## config.mk

```make
export PLATFORM = sky130hd
export DESIGN_NAME = qsip_cfg
export DESIGN_NICKNAME = d
export VERILOG_FILES = /design/src/rtl/qubit_state_index_permute_core_assert.svh /design/src/rtl/qsip_pkg.sv /design/src/rtl/qsip_cfg.sv
export SDC_FILE = /design/constraint.sdc
export NUM_CORES = 1
export LEC_CHECK = 0
export ABC_AREA = 1
export CORE_MARGIN = 3
export CORE_UTILIZATION = 55
export DETAILED_ROUTE_END_ITERATION = 10
export DONT_BUFFER_PORTS = 1
export PLACE_DENSITY = 0.73
export SETUP_SLACK_MARGIN = 0.2
export SYNTH_ARGS = -nofsm -noshare
export SYNTH_HDL_FRONTEND = slang
export SYNTH_SLANG_ARGS = --single-unit
```

## constraint.sdc

```tcl
create_clock -name clk -period 3.8 [get_ports clk]
set_clock_uncertainty 0.05 [all_clocks]
set_input_delay 0.38 -clock clk [delete_from_list [all_inputs] [get_ports clk]]
set_output_delay 0.38 -clock clk [all_outputs]
set_load 0.03 [all_outputs]
```

## src/rtl/qubit_state_index_permute_core_assert.svh

```systemverilog
// Assertion macros for the qubit state index permuter RTL, used by qsip_dp.
// Each macro expects clk and rst in scope of the including module.
`ifndef QUBIT_STATE_INDEX_PERMUTE_CORE_ASSERT_SVH
`define QUBIT_STATE_INDEX_PERMUTE_CORE_ASSERT_SVH

// Same-cycle implication.
`define QSIP_ASSERT_IMPL(label, ante, cons) \
  label: assert property (@(posedge clk) disable iff (rst) (ante) |-> (cons)) \
    else $error("qsip: same-cycle check failed");

// Next-cycle implication.
`define QSIP_ASSERT_NEXT(label, ante, cons) \
  label: assert property (@(posedge clk) disable iff (rst) (ante) |=> (cons)) \
    else $error("qsip: next-cycle check failed");

`endif

```

## src/rtl/qsip_pkg.sv

```systemverilog
// Package for the qubit state index permuter: widths, register codes and
// the derived permutation record. No dependencies.
package qsip_pkg;

  localparam int MAX_QUBITS  = 16;
  localparam int MAX_MAP     = 3;
  localparam int MAP_REGS    = 3;
  localparam int MAP_LIMIT   = (MAX_MAP < MAP_REGS) ? MAX_MAP : MAP_REGS;
  localparam int POS_SPAN    = 16;
  localparam int POS_W       = 4;
  localparam int IDX_W       = 16;
  localparam int WIDTH_W     = 5;
  localparam int MSIZE_W     = 2;
  localparam int CFG_INDEX_W = 2;
  localparam int CFG_DATA_W  = 4;

  typedef enum logic [CFG_INDEX_W-1:0] {
    REG_MAP_SIZE  = 2'd0,
    REG_MAP_BIT_A = 2'd1,
    REG_MAP_BIT_B = 2'd2,
    REG_MAP_BIT_C = 2'd3
  } cfg_reg_t;

  typedef struct packed {
    logic [POS_SPAN-1:0][POS_W-1:0] perm;
    logic [POS_SPAN-1:0][POS_W-1:0] invp;
    logic [WIDTH_W-1:0]             width;
    logic                           err;
  } qsip_map_t;

endpackage

```

## src/rtl/qsip_cfg.sv

```systemverilog
// Configuration registers and registered permutation derivation.
// Depends on qsip_pkg.
module qsip_cfg
  import qsip_pkg::*;
(
  input  logic                   clk,
  input  logic                   rst,
  input  logic                   cfg_we,
  input  logic [CFG_INDEX_W-1:0] cfg_index,
  input  logic [CFG_DATA_W-1:0]  cfg_data,
  output qsip_map_t              map
);

  logic [MSIZE_W-1:0]                map_size;
  logic [MAP_REGS-1:0][POS_W-1:0]    map_bit;
  logic [MSIZE_W-1:0]                m;
  logic [MAP_REGS-1:0]               used;
  logic [MAP_REGS-1:0]               high;
  logic                              dup;
  logic [WIDTH_W-1:0]                n;
  logic [POS_SPAN-1:0]               mapped;
  logic [POS_SPAN-1:0][POS_W-1:0]    src_of;
  logic [MAP_REGS-1:0][MSIZE_W-1:0]  src_rank;
  logic [POS_SPAN-1:0][MSIZE_W-1:0]  free_rank;
  logic [POS_SPAN-1:0][POS_W-1:0]    perm;
  logic [POS_SPAN-1:0][POS_W-1:0]    invp;
  qsip_map_t                         map_next;

  always_ff @(posedge clk) begin
    if (rst) begin
      map_size <= MSIZE_W'(1);
      for (int e = 0; e < MAP_REGS; e++) begin
        map_bit[e] <= POS_W'(e);
      end
    end else if (cfg_we) begin
      case (cfg_reg_t'(cfg_index))
        REG_MAP_SIZE:  map_size   <= cfg_data[MSIZE_W-1:0];
        REG_MAP_BIT_A: map_bit[0] <= cfg_data[POS_W-1:0];
        REG_MAP_BIT_B: map_bit[1] <= cfg_data[POS_W-1:0];
        REG_MAP_BIT_C: map_bit[2] <= cfg_data[POS_W-1:0];
        default: ;
      endcase
    end
  end

  always_comb begin
    m = map_size;
    if (m == '0) m = MSIZE_W'(1);
    if (int'(m) > MAP_LIMIT) m = MSIZE_W'(MAP_LIMIT);

    for (int e = 0; e < MAP_REGS; e++) begin
      used[e] = (e < int'(m));
      high[e] = used[e] && (map_bit[e] >= POS_W'(m));
    end

    dup = 1'b0;
    for (int e = 0; e < MAP_REGS; e++) begin
      for (int f = 0; f < MAP_REGS; f++) begin
        if (f > e && used[e] && used[f] && map_bit[e] == map_bit[f]) dup = 1'b1;
      end
    end

    n = WIDTH_W'(m);
    for (int e = 0; e < MAP_REGS; e++) begin
      if (used[e] && ({1'b0, map_bit[e]} + WIDTH_W'(1)) > n) begin
        n = {1'b0, map_bit[e]} + WIDTH_W'(1);
      end
    end

    for (int q = 0; q < POS_SPAN; q++) begin
      mapped[q] = 1'b0;
      src_of[q] = '0;
      for (int e = 0; e < MAP_REGS; e++) begin
        if (used[e] && map_bit[e] == POS_W'(q)) begin
          mapped[q] = 1'b1;
          src_of[q] = POS_W'(e);
        end
      end
    end

    // rank of displaced sources and of free low positions pair them in order
    for (int e = 0; e < MAP_REGS; e++) begin
      src_rank[e] = '0;
      for (int f = 0; f < MAP_REGS; f++) begin
        if (high[f] && map_bit[f] < map_bit[e]) src_rank[e] = src_rank[e] + MSIZE_W'(1);
      end
    end

    for (int q = 0; q < POS_SPAN; q++) begin
      free_rank[q] = '0;
      for (int r = 0; r < MAP_REGS; r++) begin
        if (r < q && r < int'(m) && !mapped[r]) free_rank[q] = free_rank[q] + MSIZE_W'(1);
      end
    end

    for (int q = 0; q < POS_SPAN; q++) begin
      perm[q] = POS_W'(q);
      if (mapped[q]) begin
        perm[q] = src_of[q];
      end else if (q < int'(m)) begin
        perm[q] = '0;
        for (int e = 0; e < MAP_REGS; e++) begin
          if (high[e] && src_rank[e] == free_rank[q]) perm[q] = map_bit[e];
        end
      end
    end

    for (int q = 0; q < POS_SPAN; q++) begin
      invp[q] = '0;
      for (int i = 0; i < POS_SPAN; i++) begin
        if (perm[i] == POS_W'(q)) invp[q] = POS_W'(i);
      end
    end

    map_next.perm  = perm;
    map_next.invp  = invp;
    map_next.width = n;
    map_next.err   = dup || (int'(n) > MAX_QUBITS);
  end

  always_ff @(posedge clk) begin
    map <= map_next;
  end

endmodule

```

======== Word level (Yosys, flattened, before mapping) ========
Cells that the tools add are included.
storage, ports and cells
  word-level logic and storage cells ...... 905
  memory bits (read-only) ................. 0
  bits of input ports ..................... 9
  RAM bits ................................ 0
  memories ................................ 0
  register bits after elaboration ......... 148
  bits in latches ......................... 0
  output and inout bits ................... 134
operators by class
  shift operators ......................... 0
  equality and inequality tests ........... 282
  bitwise operators ....................... 0
  reductions and logical operators ........ 158
  order comparisons ....................... 19
  mux-type cells .......................... 350
  div/mod/pow operators ................... 0
  add/subtract/negate cells ............... 10
  $mul .................................... 0
operator list
  kind                   count
  $eq A4 B4 Y1 const B   144
  $mux W4                136
  $eq A4 B3 Y1 const B   72
  $mux W3                64
  $eq A4 B2 Y1 const B   36
  $reduce_or A8 Y1       16
  $mux W1                103
  $mux W2                44
  $logic_and A1 B1 Y1    80
  $eq A4 B1 Y1 const B   18
  $logic_not A4 Y1       18
  $reduce_or A4 Y1       16
  $lt A4 B4 Y1           9
  $reduce_or A2 Y1       16
  $add A4 B1 Y5 const B  3
  $mux W5                3
  $add A2 B1 Y2 const B  7
  $eq A2 B2 Y1           6
  $eq A4 B4 Y1           3
  $ge A4 B2 Y1           3
  $gt A5 B5 Y1           2
  $logic_not A2 Y1       5
  $reduce_and A2 Y1      4
  $gt A5 B2 Y1           1
  7 further kinds        10

======== Depth between registers and ports, before layout ========
  depth in word-level cells ............... 33
  depth in mapped cells ................... 40
  mapped depth without buffers ............ 39

======== Least setup slack after synthesis ========
OpenSTA, ideal clock, no wires.
  path kind ............................... register to register
  start point ............................. register map_bit[0] (netlist bit)
  end point ............................... register map[0] (netlist bit)
  setup time .............................. 133 ps
  stages on the path, launching flop included .. 23
  clock period less this slack ............ 4,140 ps
  arrival ................................. 3,957 ps
  path slack .............................. -340 ps
  required time ........................... 3,617 ps
  path buffers ............................ 0
  cell sequence ........................... dfxtp_1 > inv_1 > ha_1 > ha_1 > inv_1 > nor2_1 > o22ai_1 > nand4_1 > nor2_1 > a21oi_1 > ha_1 > nand4_1 > o211ai_1 > o21ai_0 > ha_1 > a21oi_1 > o221ai_1 > nand2_1 > clkinv_1 > nand2_1 > o21ai_0 > o41ai_1 > o21ai_0
RTL lines
  item                             RTL line         source
  start, declared                  qsip_cfg.sv:15   logic [MAP_REGS-1:0][POS_W-1:0] map_bit;
  start signal, assigned by index  qsip_cfg.sv:33   map_bit[e] <= POS_W'(e);
  end signal, assigned             qsip_cfg.sv:122  map <= map_next;
  end, declared                    qsip_cfg.sv:11   output qsip_map_t map

==> summary by stage <==
Outcome
The run finished, with violations left. The final reports fail on setup timing.

STA
After layout, the minimum clock period comes to 4370 ps. The number of slew-limit violations in the final report is 0. The measured slew at the worst slew-check pin is 726 ps. Measured against its own limit, the worst slew margin works out to 51.2%. Setup repair after global routing could not meet its margin everywhere.

The final critical path takes up 115% of the cycle. The worst hold margin is 8.70 ps. Timing would allow up to 229 MHz. The final-report hold violation count is 0. Setup violations remaining at the end of the flow were counted as 9. The final worst setup slack is -566 ps.

Power and ir drop
Summed over all cells, the static leakage comes to 4.25 nW. In this run the power density over the cells is 448 nW/µm². The design draws 4.07 mW. Across the VDD grid, the largest voltage drop is 0.561 mV.

Yosys
The synthesized design contains 122 register bits. The sequential share of the synthesized area is 38.7%. The fraction of synthesized cell area taken by the top area cell type is 38.7%.

Counting every instance in the synthesized netlist gives 868. During synthesis, Yosys emitted a total of 0 warnings. The most frequent cell after synthesis is nand2_1. Sorting the synthesized cells by how often they occur yields nand2_1, nor2_1, dfxtp_1. The largest total area in the synthesized netlist belongs to dfxtp_1. Sorting the synthesized cells by area gives the leading types as dfxtp_1, nand2_1, ha_1. Among all flip-flop cells after synthesis, the most frequent one is dfxtp_1. The distinct cell type count of the synthesized netlist is 41. In this run the cell area of the synthesized design comes to 6320 µm². The share of synthesized registers carrying an async set or reset is 0%. Yosys mapped a number of flops with a built-in enable equal to 0. A synthesized cell averages 7.28 µm².

Critical path
The endpoint of the lowest-slack register-to-register path is map[0]. STA classifies the critical path startpoint as a flip-flop. The maximum net fanout on the critical path is 5. The worst endpoint required time is 4050 ps.

The worst setup path startpoint is map_bit[0]. The critical path is of the reg -> reg type. The worst-case reg-to-reg path depth is 25. The worst setup path is captured at a flip-flop. The startpoint identified for the worst register-to-register timing path is map_bit[0]. The data arrival time of the critical path is 4610 ps. The worst setup slack for register-to-register paths is -570 ps. Following the worst setup path forward leads to its endpoint at map[0].

Route
The pre-antenna-repair detailed-routing pass consisted of 5 iterations. The number of remaining DRC errors is 0. In this run the remaining antenna-violating nets after routing total 0. The detailed router placed 6,557 vias in this run. For this block, the routed nets add up to 22.9 mm of wire.

After detailed routing, the number of vias per cell comes to 5.57. After the first detailed-routing iteration, the DRC count stood at 539. Dividing the detail-routed wire length by the instance count gives 19.4 µm.

CTS
Clock tree synthesis found a total of 122 sinks. The tree is rooted in a clkbuf_16. The later pin in the worst-skew pair is clocked with a latency of 430 ps. The clock passes through at most 2 buffers. The clock buffer count from CTS is 17.

The H-tree depth reported by CTS is 4. The clock transition at the registers of the reported paths is 60 ps. The CTS tree is built.

Min path
The path type of the worst min-delay path is in -> reg.

Finish
Excluding fillers, the count of instances in the completed layout stands at 1,178. From synthesis to final layout, the design area changed by 43.8%. The count of nets after finishing is 1,083. For this run, the share of the core covered by cells in the final layout is 82.4%. 0 antenna diodes ended up in the layout. The post-route netlist has 38.1% of its cells at a drive strength greater than 1.

Job
Across the run, the number of max-cap violations was 0.

Floorplan
The die width is 113 µm. During I/O placement, the number of pins put on the boundary was 143. The number of rows created at floorplan is 38. The core region is 11,000 µm². The die is 113 µm tall. For this configuration, the core starts out at a cell density of 57.3%.

The die covers 12,800 µm².

Global route
The number of antenna violations at the first check in global routing was 0. The wire length of the first global-routing pass is 32.5 mm. The number of global-route vias before repair is 6,394.

The aggregate global-route resource usage is 32.6%. The pin count of the biggest net entering global routing is 17. The sum of overflow across all layers after global routing is 0.

Place
Counting tap cells, the placed design contains a total of 1,113 instances. The sum of net half-perimeters after detailed placement is 15.9 mm. The final weighted congestion of routability-driven global placement is 0.954. Input and output buffers added on the ports amount to 0. At the placement stage, the worst setup path has a slack of -681 ps.
[worst min-delay path by stage]
stage | startpoint | endpoint | slack [ps] | depth (start not counted)
floorplan | rst | map_bit[9] | 430 | 2
global placement | rst | map_bit[9] | 440 | 2
detailed placement | rst | map_bit[9] | 440 | 2
CTS | rst | map_bit[9] | 4 | 2
global route | rst | map_bit[9] | 30 | 2
finish | rst | map_bit[9] | 9 | 2
[layout by cell type (no fill, tap or decap), drive strengths merged, types with 2 or more instances in the layout]
master  instances
dfxtp         122
xor2            6
nor4            3
inv           136
nand4          13
buf           150
nand2         194
a31oi           3
o22ai           2
a211oi          2
o221ai          2
ha             49
conb           20
nand3          56
clkinv          4
o21ai          45
bufinv          4
o211ai          7
nor3           21
nor2          134
clkbuf         21
a21oi          36
[per-layer routing]
| metal | GRT usage (%) | vias to the layer above | wire length [µm] |
|---|---|---|---|
| li1 | - | 3053 | - |
| met4 | 18.4 | 0 | 1430 |
| met3 | 8.29 | 113 | 1800 |
| met2 | 58.1 | 383 | 11300 |
| met5 | 0 | - | 0 |
| met1 | 34.9 | 3008 | 8340 |
[stage by stage]
step | instance area (µm²) | setup TNS (ps)
after floorplan | 6460 | -85.2
after detailed placement | 7290 | -2970
after CTS | 8360 | -426
final | 9080 | -1810
after global routing | 9080 | -3720
after global placement | 7290 | -1380
[sequential cells by signal, indices dropped and copies added, names as in the netlist]
| name | cells |
|---|---|
| map | 108 |
| map_bit | 12 |
| map_size | 2 |
[power by group]
group	switching [mW]	total (mW)	internal, mW
registers	0.0955	1.42	1.32
clock network	0.618	1.82	1.20
logic	0.482	0.836	0.354
total	1.20	4.07	2.87
[cell families after synthesis]
kind of cell / Yosys count / synth area share [%]
AOI/OAI and AO/OA: 101 / 8.95
and+or+nand+nor: 423 / 29.9
DFF: 122 / 38.7
other: 1 / 0.0594
xor gates and xnor gates: 7 / 0.971
buffers and inverters: 165 / 11.7
adders and majority gates: 49 / 9.71
[repair_timing]
| item | CTS | global route |
|---|---|---|
| hold buffers | 0 | 0 |
| buffers inserted | 13 | 18 |
| gates cloned | 1 | 1 |
| resized for setup | 84 | 159 |
| endpoints found under the setup margin | 35 | 37 |
| pin swaps | 39 | 69 |
[final cells by class]
type | count | area, µm²
Clock buffer | 21 | 492
Clock inverter | 11 | 180
Fill cell | 696 | 1950
Inverter | 133 | 554
Multi-Input combinational cell | 600 | 3990
Sequential cell | 122 | 2460
Tap cell | 140 | 175
Timing Repair Buffer | 150 | 1230
Timing Repair inverter | 1 | 3.75
[worst max-delay path, cell delays in order, from the launching register on]
cell      delay [ps]
dfxtp_4          370
inv_6             40
ha_4             240
ha_4             270
inv_2             50
o22ai_2          160
nand4_1          200
buf_4            200
a21oi_2          160
ha_1             150
nand4_1          120
o221ai_2         180
o211ai_1         160
buf_4            190
nand2_1           90
o21ai_2           70
ha_1             280
nand4_1          150
nor2_1           160
nor2_1            60
nand2_2          100
inv_2             60
o21ai_2          130
inv_2             70
o41ai_4          410
o21ai_1          110
No activity file was read; power rests on OpenSTA's default activity.
